File: config.mk
export PLATFORM = sky130hd
export DESIGN_NAME = packet_reorder_release_flat
export DESIGN_NICKNAME = d
export VERILOG_FILES = /design/src/hdl/prr_pkg.sv /design/src/hdl/prr_if.sv /design/src/hdl/prr_apb_regs.sv /design/src/hdl/prr_slot_mem.sv /design/src/hdl/prr_ctrl.sv /design/src/hdl/packet_reorder_release.sv /design/src/flat_wrapper.sv
export SDC_FILE = /design/constraint.sdc
export NUM_CORES = 2
export LEC_CHECK = 0
export BUFFER_PORTS_ARGS = -buffer_cell sky130_fd_sc_hd__buf_2
export CORE_ASPECT_RATIO = 1.75
export CORE_MARGIN = 5
export CORE_UTILIZATION = 65
export CTS_CLUSTER_DIAMETER = 150
export DETAILED_ROUTE_END_ITERATION = 10
export PLACE_DENSITY_LB_ADDON = 0.2
export REMOVE_ABC_BUFFERS = 1
export SLEW_MARGIN = 20
export SYNTH_ARGS = -nofsm -noshare
export SYNTH_HDL_FRONTEND = slang
export SYNTH_SLANG_ARGS = --single-unit
export TNS_END_PERCENT = 20
File: constraint.sdc
create_clock -name i_clk -period 20 [get_ports i_clk]
set_clock_uncertainty 0.05 [all_clocks]
set_input_delay 3 -clock i_clk [delete_from_list [all_inputs] [get_ports i_clk]]
set_output_delay 3 -clock i_clk [all_outputs]
set_load 0.1 [all_outputs]
File: src/hdl/prr_pkg.sv
// ----------------------------------------------------------------------------
// prr_pkg: shared types and constants of the packet reorder release block
// Field widths, run cap, register map, sequencer states and slot store types.
// ----------------------------------------------------------------------------
package prr_pkg;

    // Payload field widths
    parameter int SEQ_W = 16;
    parameter int WCNT_W = 8;
    parameter int HND_W = 32;

    // Reorder window (slot store depth) default
    parameter int WINDOW_DEFAULT = 64;

    // At most this many results per accepted packet
    parameter int RUN_CAP = 64;
    parameter int RES_CNT_W = $clog2(RUN_CAP + 1);

    // Configuration port
    parameter int PADDR_W = 2;
    parameter int PDATA_W = 32;
    parameter logic [PADDR_W-1:0] REG_TOTAL_ADDR = 2'd0;
    parameter logic [SEQ_W-1:0] TOTAL_RESET = 16'hFFFF;

    // Result status codes
    parameter logic ST_RELEASED = 1'b0;
    parameter logic ST_DROPPED = 1'b1;

    typedef enum logic [2:0] {
        S_CLEAR,
        S_IDLE,
        S_CLASS,
        S_ERD,
        S_DRQ,
        S_DRD,
        S_FIN
    } t_state;

    typedef struct packed {
        logic              present;
        logic [WCNT_W-1:0] count;
        logic [HND_W-1:0]  handle;
    } t_slot_entry;

    typedef struct packed {
        logic        we;
        logic        re;
        t_slot_entry wdata;
    } t_mem_cmd;

endpackage

File: src/hdl/prr_if.sv
// ----------------------------------------------------------------------------
// prr_if: valid/ready channels of the packet reorder release block
// Packet input channel and result output channel.
// ----------------------------------------------------------------------------
interface prr_in_if;
    logic                       valid;
    logic                       ready;
    logic [prr_pkg::SEQ_W-1:0]  seq_number;
    logic [prr_pkg::WCNT_W-1:0] word_count;
    logic [prr_pkg::HND_W-1:0]  payload_handle;

    modport source (output valid, seq_number, word_count, payload_handle, input ready);
    modport sink (input valid, seq_number, word_count, payload_handle, output ready);
endinterface

interface prr_out_if;
    logic                       valid;
    logic                       ready;
    logic [prr_pkg::SEQ_W-1:0]  out_seq;
    logic [prr_pkg::WCNT_W-1:0] out_count;
    logic [prr_pkg::HND_W-1:0]  out_handle;
    logic                       status;
    logic                       last;

    modport source (output valid, out_seq, out_count, out_handle, status, last, input ready);
    modport sink (input valid, out_seq, out_count, out_handle, status, last, output ready);
endinterface

File: src/hdl/prr_apb_regs.sv
// ----------------------------------------------------------------------------
// prr_apb_regs: configuration register file
// Holds total_packets, written and read over an APB-style port.
// ----------------------------------------------------------------------------
module prr_apb_regs (
    input  logic                        i_clk,
    input  logic                        i_rst_n,
    input  logic                        psel,
    input  logic                        penable,
    input  logic                        pwrite,
    input  logic [prr_pkg::PADDR_W-1:0] paddr,
    input  logic [prr_pkg::PDATA_W-1:0] pwdata,
    output logic [prr_pkg::PDATA_W-1:0] prdata,
    output logic                        pready,
    output logic [prr_pkg::SEQ_W-1:0]   o_total
);

    logic [prr_pkg::SEQ_W-1:0] r_total;
    logic                      wr_en;

    assign pready = 1'b1;
    assign wr_en = psel && penable && pwrite && (paddr == prr_pkg::REG_TOTAL_ADDR);

    always_ff @(posedge i_clk) begin
        if (!i_rst_n) begin
            r_total <= prr_pkg::TOTAL_RESET;
        end else if (wr_en) begin
            r_total <= pwdata[prr_pkg::SEQ_W-1:0];
        end
    end

    always_comb begin
        unique case (paddr)
            prr_pkg::REG_TOTAL_ADDR: begin
                prdata = {{(prr_pkg::PDATA_W - prr_pkg::SEQ_W){1'b0}}, r_total};
            end
            default: begin
                prdata = '0;
            end
        endcase
    end

    assign o_total = r_total;

endmodule

File: src/hdl/prr_slot_mem.sv
// ----------------------------------------------------------------------------
// prr_slot_mem: reorder slot store
// One write port and one read port, read data registered.
// ----------------------------------------------------------------------------
module prr_slot_mem #(
    parameter int DEPTH = prr_pkg::WINDOW_DEFAULT,
    localparam int ADDR_W = (DEPTH > 1) ? $clog2(DEPTH) : 1
) (
    input  logic                 i_clk,
    input  prr_pkg::t_mem_cmd    i_cmd,
    input  logic [ADDR_W-1:0]    i_waddr,
    input  logic [ADDR_W-1:0]    i_raddr,
    output prr_pkg::t_slot_entry o_rdata
);

    prr_pkg::t_slot_entry r_mem [DEPTH];
    prr_pkg::t_slot_entry r_rdata;

    always_ff @(posedge i_clk) begin
        if (i_cmd.we) begin
            r_mem[i_waddr] <= i_cmd.wdata;
        end
    end

    // Hold read data until the next read
    always_ff @(posedge i_clk) begin
        if (i_cmd.re) begin
            r_rdata <= r_mem[i_raddr];
        end
    end

    assign o_rdata = r_rdata;

endmodule

File: src/hdl/prr_ctrl.sv
// ----------------------------------------------------------------------------
// prr_ctrl: reorder sequencer
// Classifies each packet, stores early ones, drains in-order runs.
// ----------------------------------------------------------------------------
module prr_ctrl #(
    parameter int WINDOW = prr_pkg::WINDOW_DEFAULT,
    localparam int ADDR_W = (WINDOW > 1) ? $clog2(WINDOW) : 1
) (
    input  logic                      i_clk,
    input  logic                      i_rst_n,
    input  logic [prr_pkg::SEQ_W-1:0] i_total,
    prr_in_if.sink                    i_in,
    prr_out_if.source                 o_out,
    output prr_pkg::t_mem_cmd         o_mem_cmd,
    output logic [ADDR_W-1:0]         o_waddr,
    output logic [ADDR_W-1:0]         o_raddr,
    input  prr_pkg::t_slot_entry      i_rdata
);

    localparam int SW = prr_pkg::SEQ_W;
    localparam int CW = prr_pkg::WCNT_W;
    localparam int HW = prr_pkg::HND_W;
    localparam int RW = prr_pkg::RES_CNT_W;

    prr_pkg::t_state r_state, n_state;

    logic [SW-1:0]     r_seq, n_seq;
    logic [CW-1:0]     r_cnt, n_cnt;
    logic [HW-1:0]     r_hnd, n_hnd;
    logic [SW-1:0]     r_ne, n_ne;
    logic [ADDR_W-1:0] r_eslot, n_eslot;
    logic [ADDR_W-1:0] r_slot, n_slot;
    logic [ADDR_W-1:0] r_clr, n_clr;
    logic [RW-1:0]     r_nres, n_nres;

    logic          r_pend_v, n_pend_v;
    logic [SW-1:0] r_pend_seq, n_pend_seq;
    logic [CW-1:0] r_pend_cnt, n_pend_cnt;
    logic [HW-1:0] r_pend_hnd, n_pend_hnd;
    logic          r_pend_st, n_pend_st;

    logic          r_out_v;
    logic [SW-1:0] r_out_seq;
    logic [CW-1:0] r_out_cnt;
    logic [HW-1:0] r_out_hnd;
    logic          r_out_st;
    logic          r_out_last;

    logic              accept;
    logic              push;
    logic              push_last;
    logic              push_ok;
    logic [SW-1:0]     diff;
    logic              is_drop;
    logic              is_hit;
    logic [ADDR_W:0]   early_sum;
    logic [ADDR_W-1:0] early_slot;
    logic [ADDR_W-1:0] eslot_inc;
    logic              can_drain;

    assign i_in.ready = (r_state == prr_pkg::S_IDLE);
    assign accept = i_in.valid && i_in.ready;
    assign push_ok = !r_out_v || o_out.ready;

    // Classification of the held packet
    assign diff = r_seq - r_ne;
    assign is_drop = (r_seq >= i_total) || (r_seq < r_ne) || (diff >= SW'(WINDOW));
    assign is_hit = (r_seq == r_ne);
    assign early_sum = {1'b0, r_eslot} + {1'b0, diff[ADDR_W-1:0]};
    assign early_slot = (early_sum >= (ADDR_W + 1)'(WINDOW))
                      ? ADDR_W'(early_sum - (ADDR_W + 1)'(WINDOW))
                      : early_sum[ADDR_W-1:0];
    assign eslot_inc = (r_eslot == ADDR_W'(WINDOW - 1)) ? '0 : r_eslot + 1'b1;
    assign can_drain = (r_nres < RW'(prr_pkg::RUN_CAP)) && (r_ne < i_total);

    always_comb begin
        n_state = r_state;
        unique case (r_state)
            prr_pkg::S_CLEAR: begin
                if (r_clr == ADDR_W'(WINDOW - 1)) begin
                    n_state = prr_pkg::S_IDLE;
                end
            end
            prr_pkg::S_IDLE: begin
                if (accept) begin
                    n_state = prr_pkg::S_CLASS;
                end
            end
            prr_pkg::S_CLASS: begin
                n_state = (is_drop || is_hit) ? prr_pkg::S_DRQ : prr_pkg::S_ERD;
            end
            prr_pkg::S_ERD: begin
                n_state = prr_pkg::S_DRQ;
            end
            prr_pkg::S_DRQ: begin
                n_state = can_drain ? prr_pkg::S_DRD : prr_pkg::S_FIN;
            end
            prr_pkg::S_DRD: begin
                if (!i_rdata.present) begin
                    n_state = prr_pkg::S_FIN;
                end else if (!r_pend_v || push_ok) begin
                    n_state = prr_pkg::S_DRQ;
                end
            end
            prr_pkg::S_FIN: begin
                if (!r_pend_v || push_ok) begin
                    n_state = prr_pkg::S_IDLE;
                end
            end
            default: begin
                n_state = prr_pkg::S_IDLE;
            end
        endcase
    end

    always_comb begin
        n_seq = r_seq;
        n_cnt = r_cnt;
        n_hnd = r_hnd;
        n_ne = r_ne;
        n_eslot = r_eslot;
        n_slot = r_slot;
        n_clr = r_clr;
        n_nres = r_nres;
        n_pend_v = r_pend_v;
        n_pend_seq = r_pend_seq;
        n_pend_cnt = r_pend_cnt;
        n_pend_hnd = r_pend_hnd;
        n_pend_st = r_pend_st;
        o_mem_cmd = '0;
        o_waddr = r_eslot;
        o_raddr = r_eslot;
        push = 1'b0;
        push_last = 1'b0;
        unique case (r_state)
            prr_pkg::S_CLEAR: begin
                o_mem_cmd.we = 1'b1;
                o_waddr = r_clr;
                n_clr = r_clr + 1'b1;
            end
            prr_pkg::S_IDLE: begin
                if (accept) begin
                    n_seq = i_in.seq_number;
                    n_cnt = i_in.word_count;
                    n_hnd = i_in.payload_handle;
                    n_nres = '0;
                    n_pend_v = 1'b0;
                end
            end
            prr_pkg::S_CLASS: begin
                if (is_drop || is_hit) begin
                    n_pend_v = 1'b1;
                    n_pend_seq = r_seq;
                    n_pend_cnt = r_cnt;
                    n_pend_hnd = r_hnd;
                    n_pend_st = is_drop ? prr_pkg::ST_DROPPED : prr_pkg::ST_RELEASED;
                    n_nres = RW'(1);
                    if (!is_drop) begin
                        n_ne = r_ne + 1'b1;
                        n_eslot = eslot_inc;
                    end
                end else begin
                    o_mem_cmd.re = 1'b1;
                    o_raddr = early_slot;
                    n_slot = early_slot;
                end
            end
            prr_pkg::S_ERD: begin
                if (i_rdata.present) begin
                    // Slot taken: drop the newcomer, keep the stored packet
                    n_pend_v = 1'b1;
                    n_pend_seq = r_seq;
                    n_pend_cnt = r_cnt;
                    n_pend_hnd = r_hnd;
                    n_pend_st = prr_pkg::ST_DROPPED;
                    n_nres = RW'(1);
                end else begin
                    o_mem_cmd.we = 1'b1;
                    o_mem_cmd.wdata = '{present: 1'b1, count: r_cnt, handle: r_hnd};
                    o_waddr = r_slot;
                end
            end
            prr_pkg::S_DRQ: begin
                if (can_drain) begin
                    o_mem_cmd.re = 1'b1;
                    o_raddr = r_eslot;
                end
            end
            prr_pkg::S_DRD: begin
                if (i_rdata.present && (!r_pend_v || push_ok)) begin
                    push = r_pend_v;
                    n_pend_v = 1'b1;
                    n_pend_seq = r_ne;
                    n_pend_cnt = i_rdata.count;
                    n_pend_hnd = i_rdata.handle;
                    n_pend_st = prr_pkg::ST_RELEASED;
                    n_nres = r_nres + 1'b1;
                    o_mem_cmd.we = 1'b1;
                    o_waddr = r_eslot;
                    n_ne = r_ne + 1'b1;
                    n_eslot = eslot_inc;
                end
            end
            prr_pkg::S_FIN: begin
                if (r_pend_v && push_ok) begin
                    push = 1'b1;
                    push_last = 1'b1;
                    n_pend_v = 1'b0;
                end
            end
            default: begin
            end
        endcase
    end

    always_ff @(posedge i_clk) begin
        if (!i_rst_n) begin
            r_state <= prr_pkg::S_CLEAR;
            r_clr <= '0;
            r_ne <= '0;
            r_eslot <= '0;
            r_nres <= '0;
            r_pend_v <= 1'b0;
            r_out_v <= 1'b0;
        end else begin
            r_state <= n_state;
            r_clr <= n_clr;
            r_ne <= n_ne;
            r_eslot <= n_eslot;
            r_nres <= n_nres;
            r_pend_v <= n_pend_v;
            if (push) begin
                r_out_v <= 1'b1;
            end else if (o_out.ready) begin
                r_out_v <= 1'b0;
            end
        end
    end

    always_ff @(posedge i_clk) begin
        r_seq <= n_seq;
        r_cnt <= n_cnt;
        r_hnd <= n_hnd;
        r_slot <= n_slot;
        r_pend_seq <= n_pend_seq;
        r_pend_cnt <= n_pend_cnt;
        r_pend_hnd <= n_pend_hnd;
        r_pend_st <= n_pend_st;
        if (push) begin
            r_out_seq <= r_pend_seq;
            r_out_cnt <= r_pend_cnt;
            r_out_hnd <= r_pend_hnd;
            r_out_st <= r_pend_st;
            r_out_last <= push_last;
        end
    end

    assign o_out.valid = r_out_v;
    assign o_out.out_seq = r_out_seq;
    assign o_out.out_count = r_out_cnt;
    assign o_out.out_handle = r_out_hnd;
    assign o_out.status = r_out_st;
    assign o_out.last = r_out_last;

`ifndef NO_ASSERTIONS
    a_no_overwrite: assert property (@(posedge i_clk) disable iff (!i_rst_n)
        (r_out_v && !o_out.ready) |-> !push)
        else $error("result register overwritten while stalled");

    a_run_cap: assert property (@(posedge i_clk) disable iff (!i_rst_n)
        r_nres <= RW'(prr_pkg::RUN_CAP))
        else $error("run exceeded the result cap");

    a_ne_moves: assert property (@(posedge i_clk) disable iff (!i_rst_n)
        (r_ne != $past(r_ne)) |->
        ($past(r_state) == prr_pkg::S_CLASS || $past(r_state) == prr_pkg::S_DRD))
        else $error("next expected moved outside classify or drain");

    a_last_ends: assert property (@(posedge i_clk) disable iff (!i_rst_n)
        (push && push_last) |=> (r_state == prr_pkg::S_IDLE && !r_pend_v))
        else $error("final result did not end the transaction");
`endif

endmodule

File: src/hdl/packet_reorder_release.sv
// ----------------------------------------------------------------------------
// packet_reorder_release: in-order release of out-of-order packets
// Top level: configuration registers, reorder sequencer and slot store.
// ----------------------------------------------------------------------------
// Packets arrive on i_in with a sequence number, a word count and a payload
// handle, and leave on o_out in sequence order. A packet equal to the next
// expected number is released at once; one that is ahead but within WINDOW
// is parked in slot (seq mod WINDOW) of a single-port-write, registered-read
// slot store and gives no result. Packets behind the window, beyond it, at or
// above total_packets, or hitting an occupied slot come straight back as a
// drop (status 1). After its own packet, every transaction drains stored
// packets in order until the first gap, total_packets, or 64 results; each
// run ends with last set on its final result. After reset the slot store
// is swept clear with i_in.ready low (configuration writes still land).
// Each packet is then accepted and classified; a parked one is written to
// its slot once a read finds the slot free, and every drained stored packet
// is one read and one write-back on the store port pair. A run that stops
// at total_packets or at the 64-result cap rather than at a gap skips the
// final slot read. Output stalls hold the drain and the final result. The
// result register decouples o_out, so a new packet is taken while the last
// result of the previous one still waits.
// total_packets sits at byte address 0; write it only while the block is idle.
// ----------------------------------------------------------------------------
module packet_reorder_release #(
    parameter int WINDOW = prr_pkg::WINDOW_DEFAULT
) (
    input  logic                        i_clk,
    input  logic                        i_rst_n,
    input  logic                        psel,
    input  logic                        penable,
    input  logic                        pwrite,
    input  logic [prr_pkg::PADDR_W-1:0] paddr,
    input  logic [prr_pkg::PDATA_W-1:0] pwdata,
    output logic [prr_pkg::PDATA_W-1:0] prdata,
    output logic                        pready,
    prr_in_if.sink                      i_in,
    prr_out_if.source                   o_out
);

    localparam int ADDR_W = (WINDOW > 1) ? $clog2(WINDOW) : 1;

    logic [prr_pkg::SEQ_W-1:0] total;
    prr_pkg::t_mem_cmd         mem_cmd;
    logic [ADDR_W-1:0]         mem_waddr;
    logic [ADDR_W-1:0]         mem_raddr;
    prr_pkg::t_slot_entry      mem_rdata;

    // Hold total_packets for the sequencer
    prr_apb_regs u_regs (
        .i_clk   (i_clk),
        .i_rst_n (i_rst_n),
        .psel    (psel),
        .penable (penable),
        .pwrite  (pwrite),
        .paddr   (paddr),
        .pwdata  (pwdata),
        .prdata  (prdata),
        .pready  (pready),
        .o_total (total)
    );

    // Classify, park and drain; owns both handshakes and the result register
    prr_ctrl #(
        .WINDOW (WINDOW)
    ) u_ctrl (
        .i_clk     (i_clk),
        .i_rst_n   (i_rst_n),
        .i_total   (total),
        .i_in      (i_in),
        .o_out     (o_out),
        .o_mem_cmd (mem_cmd),
        .o_waddr   (mem_waddr),
        .o_raddr   (mem_raddr),
        .i_rdata   (mem_rdata)
    );

    // Present bit, word count and handle per slot; registered read.
    // The sequencer never reads a slot in the cycle after writing it except
    // where it wants the new value, so no bypass is needed.
    prr_slot_mem #(
        .DEPTH (WINDOW)
    ) u_mem (
        .i_clk   (i_clk),
        .i_cmd   (mem_cmd),
        .i_waddr (mem_waddr),
        .i_raddr (mem_raddr),
        .o_rdata (mem_rdata)
    );

endmodule
File: src/flat_wrapper.sv
// flat-port wrapper written by rule: the top's interface ports become plain ports
module packet_reorder_release_flat 
#(
    parameter int WINDOW = prr_pkg::WINDOW_DEFAULT
)
  (i_clk, i_rst_n, psel, penable, pwrite, paddr, pwdata, prdata, pready, i_in_valid, i_in_seq_number, i_in_word_count, i_in_payload_handle, i_in_ready, o_out_valid, o_out_out_seq, o_out_out_count, o_out_out_handle, o_out_status, o_out_last, o_out_ready);
  prr_in_if i_in_i ();
  prr_out_if o_out_i ();
  input  logic i_clk;
  input  logic i_rst_n;
  input  logic psel;
  input  logic penable;
  input  logic pwrite;
  input  logic [prr_pkg::PADDR_W-1:0] paddr;
  input  logic [prr_pkg::PDATA_W-1:0] pwdata;
  output logic [prr_pkg::PDATA_W-1:0] prdata;
  output logic pready;
  input wire logic [$bits(i_in_i.valid)-1:0] i_in_valid;
  input wire logic [$bits(i_in_i.seq_number)-1:0] i_in_seq_number;
  input wire logic [$bits(i_in_i.word_count)-1:0] i_in_word_count;
  input wire logic [$bits(i_in_i.payload_handle)-1:0] i_in_payload_handle;
  output wire logic [$bits(i_in_i.ready)-1:0] i_in_ready;
  output wire logic [$bits(o_out_i.valid)-1:0] o_out_valid;
  output wire logic [$bits(o_out_i.out_seq)-1:0] o_out_out_seq;
  output wire logic [$bits(o_out_i.out_count)-1:0] o_out_out_count;
  output wire logic [$bits(o_out_i.out_handle)-1:0] o_out_out_handle;
  output wire logic [$bits(o_out_i.status)-1:0] o_out_status;
  output wire logic [$bits(o_out_i.last)-1:0] o_out_last;
  input wire logic [$bits(o_out_i.ready)-1:0] o_out_ready;
  assign i_in_i.valid = i_in_valid;
  assign i_in_i.seq_number = i_in_seq_number;
  assign i_in_i.word_count = i_in_word_count;
  assign i_in_i.payload_handle = i_in_payload_handle;
  assign i_in_ready = i_in_i.ready;
  assign o_out_valid = o_out_i.valid;
  assign o_out_out_seq = o_out_i.out_seq;
  assign o_out_out_count = o_out_i.out_count;
  assign o_out_out_handle = o_out_i.out_handle;
  assign o_out_status = o_out_i.status;
  assign o_out_last = o_out_i.last;
  assign o_out_i.ready = o_out_ready;
  packet_reorder_release #(.WINDOW(WINDOW)) u_core (.i_clk(i_clk), .i_rst_n(i_rst_n), .psel(psel), .penable(penable), .pwrite(pwrite), .paddr(paddr), .pwdata(pwdata), .prdata(prdata), .pready(pready), .i_in(i_in_i), .o_out(o_out_i));
endmodule
== Word-level counts from Yosys, hierarchy flattened ==
Memory sizes are Yosys's and may differ from the RTL's. A register that Yosys moved wholly into a read port is not among the register bits.
Cells that the tools add are included.

* Input port bits: 97
* Flip-flop bits (word level): 233
* Logic and storage cells: 147
* Memories: 1
* Output and inout bits: 93
* RAM bits: 2624

{| class="wikitable"
|+ Memory list
! name !! words !! bits a word !! read ports !! clocked after Yosys merged registers in !! write ports !! RTL line !! source
|-
| u_core.u_mem.r_mem || 64 || 41 || 1 || 1 || 1 || prr_slot_mem.sv:16 || <nowiki>prr_pkg::t_slot_entry r_mem [DEPTH];</nowiki>
|}

* Bitwise operators: 1
* Magnitude comparators: 6
* Equality and inequality tests: 18
* Muxes and demuxes: 65
* Reductions and logical operators: 28
* $add $sub $neg: 7

{| class="wikitable"
|+ Operator list
! operator !! count
|-
| two-way mux 16 bit || 7
|-
| two-way mux 32 bit || 3
|-
| one-hot mux 32 bit (3 select lines) || 1
|-
| two-way mux 41 bit || 2
|-
| two-way mux 6 bit || 8
|-
| one-hot mux 16 bit (3 select lines) || 1
|-
| < comparator 16 bit || 2
|-
| one-hot mux 16 bit (2 select lines) || 1
|-
| two-way mux 7 bit || 4
|-
| one-hot mux 7 bit (4 select lines) || 1
|-
| two-way mux 8 bit || 3
|-
| one-hot mux 6 bit (2 select lines) || 2
|-
| one-hot mux 8 bit (3 select lines) || 1
|-
| one-hot mux 3 bit (7 select lines) || 1
|-
| two-way mux 1 bit || 18
|-
| two-way mux 3 bit || 6
|-
| adder 16 x 1 -> 16 bit (second input constant) || 1
|-
| equality test 16 bit || 1
|-
| >= comparator 16 bit || 1
|-
| >= comparator 16 x 7 -> 1 bit (second input constant) || 1
|-
| subtractor 16 bit || 1
|-
| != test 2 bit (second input constant) || 7
|-
| adder 6 x 1 -> 6 bit (second input constant) || 2
|-
| equality test 6 bit (second input constant) || 2
|-
| 28 further kinds || 48
|}

== Depth between registers and ports, before layout ==
* Depth after elaboration: 8
* Gate-level depth with buffers: 21
* Gate-level depth less buffers: 17

== Hierarchy ==
A second synthesis with hierarchy kept.

* Cell total of the unflattened synthesis: 5181
* Area, all modules: 111796.0 um2

{| class="wikitable"
|+ By module, submodules not included
! module !! area each (um2) !! instances !! cells each
|-
| prr_slot_mem || 100518.9 || 1 || 4226
|-
| prr_ctrl || 10392.5 || 1 || 842
|-
| prr_apb_regs || 884.6 || 1 || 113
|}

== Least setup slack after synthesis ==
No wires, ideal clock.

* Path type: input port to output port
* From: input paddr[1] (netlist bit)
* To: output prdata[10] (netlist bit)
* Arrival: 5458 ps
* Setup slack: 11492 ps
* Stages: 3
* Path buffers: 2
* Cell sequence: clkbuf_1 > clkbuf_1 > nor3_1

* Cells in the longest elaborated chain, start to end: 2

{| class="wikitable"
|+ RTL lines
! what !! RTL line !! source
|-
| from (decl) || flat_wrapper.sv:14 || <nowiki>input logic [prr_pkg::PADDR_W-1:0] paddr;</nowiki>
|-
| zero test 2 bit || prr_apb_regs.sv:33 || <nowiki>unique case (paddr)</nowiki>
|-
| two-way mux 16 bit || prr_apb_regs.sv:33 ||
|-
| to (decl) || flat_wrapper.sv:16 || <nowiki>output logic [prr_pkg::PDATA_W-1:0] prdata;</nowiki>
|}

No other way between the ends.

== Worst setup path in the final report ==
* From: register u_core.u_ctrl.r_ne[2]
* To: register u_core.u_mem.o_rdata[17] (netlist name)

* Cells in the longest elaborated chain, start to end: 6

{| class="wikitable"
|+ RTL lines
! what !! RTL line !! source
|-
| from (decl) || prr_ctrl.sv:30 || <nowiki>logic [SW-1:0] r_ne, n_ne;</nowiki>
|-
| from (signal assigned) || prr_ctrl.sv:228 || <nowiki>r_ne <= n_ne;</nowiki>
|-
| subtractor 16 bit or < comparator 16 bit (tied branches) || prr_ctrl.sv:66, prr_ctrl.sv:67 ||
|-
| adder 6 x 6 -> 7 bit, or another cell as far along || prr_ctrl.sv:69 || <nowiki>assign early_sum = {1'b0, r_eslot} + {1'b0, diff[ADDR_W-1:0]};</nowiki>
|-
| subtractor 6 x 1 -> 6 bit, or another cell as far along || prr_ctrl.sv:71 || <nowiki>? ADDR_W'(early_sum - (ADDR_W + 1)'(WINDOW))</nowiki>
|-
| two-way mux 6 bit or logical OR 1 bit (tied branches) || prr_ctrl.sv:71, prr_ctrl.sv:151 ||
|-
| two-way mux 6 bit or two-way mux 1 bit (tied branches) || prr_ctrl.sv:151 || <nowiki>if (is_drop || is_hit) begin</nowiki>
|-
| two-way mux 6 bit or one-hot mux 1 bit (2 select lines) (tied branches) || -- ||
|}

Several ways; a longest one is shown, not always the timed one.
A chain may end at the register's enable or synchronous reset.

==> metrics <==
post-route ant nets 0; core footprint 177,000 um2; top post-synthesis cells by area edfxtp_1, nand2_1, a21oi_1, mux2i_1, a211oi_1; first-pass GRT wire length 495,000 um; met3 Usage GRT 8.41%; # Max-Cap Violations 0; #FFs+latches synth 2,898; post-route insts no fill 10,974; Initial Utilization 65.4%; vias in the first global route 74,482; most frequent cells in the layout edfxtp_1, nand2_1, a21oi_1, clkbuf_16, nand3_1; postcts setup bufs 0; maximum clock path buffer count 4; initial antenna violation count 16; die area 187,000 um2; cell taking the most area after synthesis edfxtp_1; worst hold path startpoint u_core.u_ctrl.r_pend_cnt[1]; port buffer count 156; max incr delay on CP 0.78 ns; Worst Reg-to-Reg Cells 19; 1st-iter DRT viols 11,875; Worst-path clk slew 0.07 ns; met2 usage 59.3%; predominant post-synthesis flop cell edfxtp_1; Final period util 44.4%; Die Ht 568 um; asr flop ratio synth 0%; crit path capture type register; synth warn 0; Yosys top cell area share 73.9%; met1 Use GR 43.8%; drt wl/cell 31.8 um; Initial DRT Pass Iterations 9; Hold Path Class reg2reg; sequence of cells on the critical path inv_1 -> ha_1 -> nand2b_1 -> a21o_1 -> a22o_1 -> o21ai_1 -> nand3_1 -> nor4_1 -> nand3_4 -> nand2_4 -> buf_4 -> buf_4 -> buf_4 -> buf_4 -> a211oi_1 -> a31oi_1 -> a2111oi_0 -> o32a_1 -> a2111oi_2; endpoints failing setup 0; minimum clock period 8.89 ns; Mapped Area 116,000 um2; most common cell after layout, fill and taps aside edfxtp_1; Top Usage Layer GRT met2; post-synthesis sequential area ratio 74.8%; R2R Setup Slk 11.11 ns; outcome complete, no violations; syn avg cell area 13.8 um2; via count 76,158; share of layout cells above drive strength 1 9.87%; DRT Wirelength 349,000 um; maximum vdd drop 81.1 uV; Min-Delay Endpoint u_core.u_ctrl.o_out.out_count[1]; clock sink count 2,898; crit path kind reg2reg; Total GRT Usage 36.6%; design area 127,000 um2; Slew HR 17.5%; most frequent CP cell buf_4; routability cong. 0.883; gr ovfl total 0; Post-synth EDFFs 2,842; CP Max Fanout 76; CTS Buf Count 239; Pwr Density 90.0 nW/um2; Via-to-Cell Ratio 6.94; Final HPWL DP 186,000 um; R2R Path Start u_core.u_ctrl.r_ne[2]; Die Wd 329 um; H-Tree Level Count 4; Cells after Synth 8,377; Setup TNS 0 ns; Netlist cell types 74; fmax 113 MHz; Post-CTS Resized 0; clock root cell clkbuf_16; Worst EP arrival 9.43 ns; Worst Hold Depth 0; dpl ws 11.35 ns; cts hold-fix bufs 0; Worst-Margin Slew 1.24 ns; FP Rows 204; Final WS setup 11.11 ns; Post-DP Area 119,000 um2; CP required 20.55 ns; crit path from u_core.u_ctrl.r_ne[2]; Slowest cell on crit path buf_4; DRC 0; Fin. Hold Viols 0; CTS tree built; largest net degree at the start of global routing 164; Total Power 11.4 mW; fin. max-slew vios 0; Nets 8,560; r2r endpoint u_core.u_mem.o_rdata[17]; crit path launch type register; area grow syn2layout 9.70%; unrepaired setup endpoints after global routing no; clk_lat worst skew 0.90 ns; Top Ports 190; placed cells 10,530; Leak Pwr 44.0 nW
cell usage after synthesis, types with 17 or more instances:
| master | count |
|---|---|
| a22oi_1 | 32 |
| o21ai_0 | 145 |
| and3_1 | 227 |
| clkbuf_1 | 283 |
| buf_2 | 173 |
| nand4_1 | 42 |
| ha_1 | 58 |
| edfxtp_1 | 2842 |
| nor3_1 | 92 |
| o211ai_1 | 24 |
| nand2_1 | 2009 |
| buf_1 | 47 |
| and2_1 | 72 |
| o211a_1 | 27 |
| o22ai_1 | 88 |
| nor4_1 | 60 |
| mux2_2 | 43 |
| buf_4 | 44 |
| nor2_1 | 135 |
| o2111ai_1 | 40 |
| mux2i_1 | 207 |
| a31oi_1 | 182 |
| a2111oi_0 | 92 |
| dfxtp_1 | 56 |
| inv_1 | 51 |
| a21oi_1 | 643 |
| nand3_1 | 232 |
| or3_1 | 17 |
| o221ai_1 | 31 |
| a211oi_1 | 201 |
| xnor2_1 | 31 |
power breakdown:
group / internal [mW] / switching [mW] / total, mW
clock: 2.56 / 2.09 / 4.65
sequential: 6.60 / 0.00682 / 6.60
combinational: 0.0374 / 0.104 / 0.142
total: 9.19 / 2.21 / 11.4
critical path: cells and delay by family (launching register included):
| kind | cells | cell delay, ns |
|---|---|---|
| and+or+nand+nor | 5 | 1.59 |
| adders and majority gates | 1 | 0.42 |
| buffers and inverters | 5 | 3.15 |
| AOI/OAI and AO/OA | 8 | 2.62 |
| DFF | 1 | 0.60 |
worst max-delay path by stage:
stage | to | slack [ns] | cells after the start
final | u_core.u_mem.o_rdata[17] | 11.11 | 19
after global routing | u_core.u_mem.o_rdata[17] | 10.91 | 19
after CTS | u_core.u_mem.o_rdata[17] | 11.31 | 19
after detailed placement | u_core.u_mem.o_rdata[17] | 11.35 | 19
after global placement | u_core.u_mem.o_rdata[17] | 11.37 | 19
after floorplan | u_core.u_mem.o_rdata[0] | -11.16 | 16
through the flow:
stage          hold WS [ns]  utilization [%]
6_report              0.363             71.7
5_1_grt               0.372             71.7
4_1_cts               0.364             71.7
3_5_place_dp          0.355             67.4
3_3_place_gp          0.350             67.3
2_1_floorplan         0.350                -
layer usage:
| layer | share of wire (%) | vias up | routed length [um] |
|---|---|---|---|
| met4 | 8.7 | 6 | 30200 |
| met1 | 31 | 37047 | 109000 |
| met3 | 12 | 1564 | 43200 |
| met2 | 48 | 6064 | 167000 |
| li1 | - | 31477 | - |
| met5 | 0.011 | - | 37 |
sequential cells by signal, summed over array words and instances, names as in the netlist, 32 cells and up:
name                            count
u_core.u_ctrl.o_out.out_handle     32
u_core.u_mem.o_rdata               41
u_core.u_mem.r_mem               2624
u_core.u_ctrl.r_hnd                32
u_core.u_ctrl.r_pend_hnd           32
layout make-up:
| cell class | count | area (um2) |
|---|---|---|
| clock buffers | 310 | 6440 |
| flip-flops and latches | 2898 | 86500 |
| repair buffers | 324 | 2200 |
| diodes | 12 | 30.0 |
| fillers | 11070 | 49900 |
| well taps | 2369 | 2960 |
| clock inverters | 121 | 1190 |
| inverters | 51 | 191 |
| multi-input cells | 4889 | 27200 |
cell families after synthesis:
| kind of cell | after synthesis | synth area share (%) |
|---|---|---|
| AND/OR/NAND/NOR | 2924 | 10.9 |
| adder cells (fa/ha/maj) | 60 | 0.663 |
| XOR/XNOR | 40 | 0.303 |
| buffers and inverters | 605 | 2.34 |
| flip-flops | 2898 | 74.8 |
| AO/OA/AOI/OAI | 1598 | 8.75 |
| other | 2 | 0.00650 |
| multiplexers | 250 | 2.21 |
Note: power is estimated with default switching activity, not from simulation.
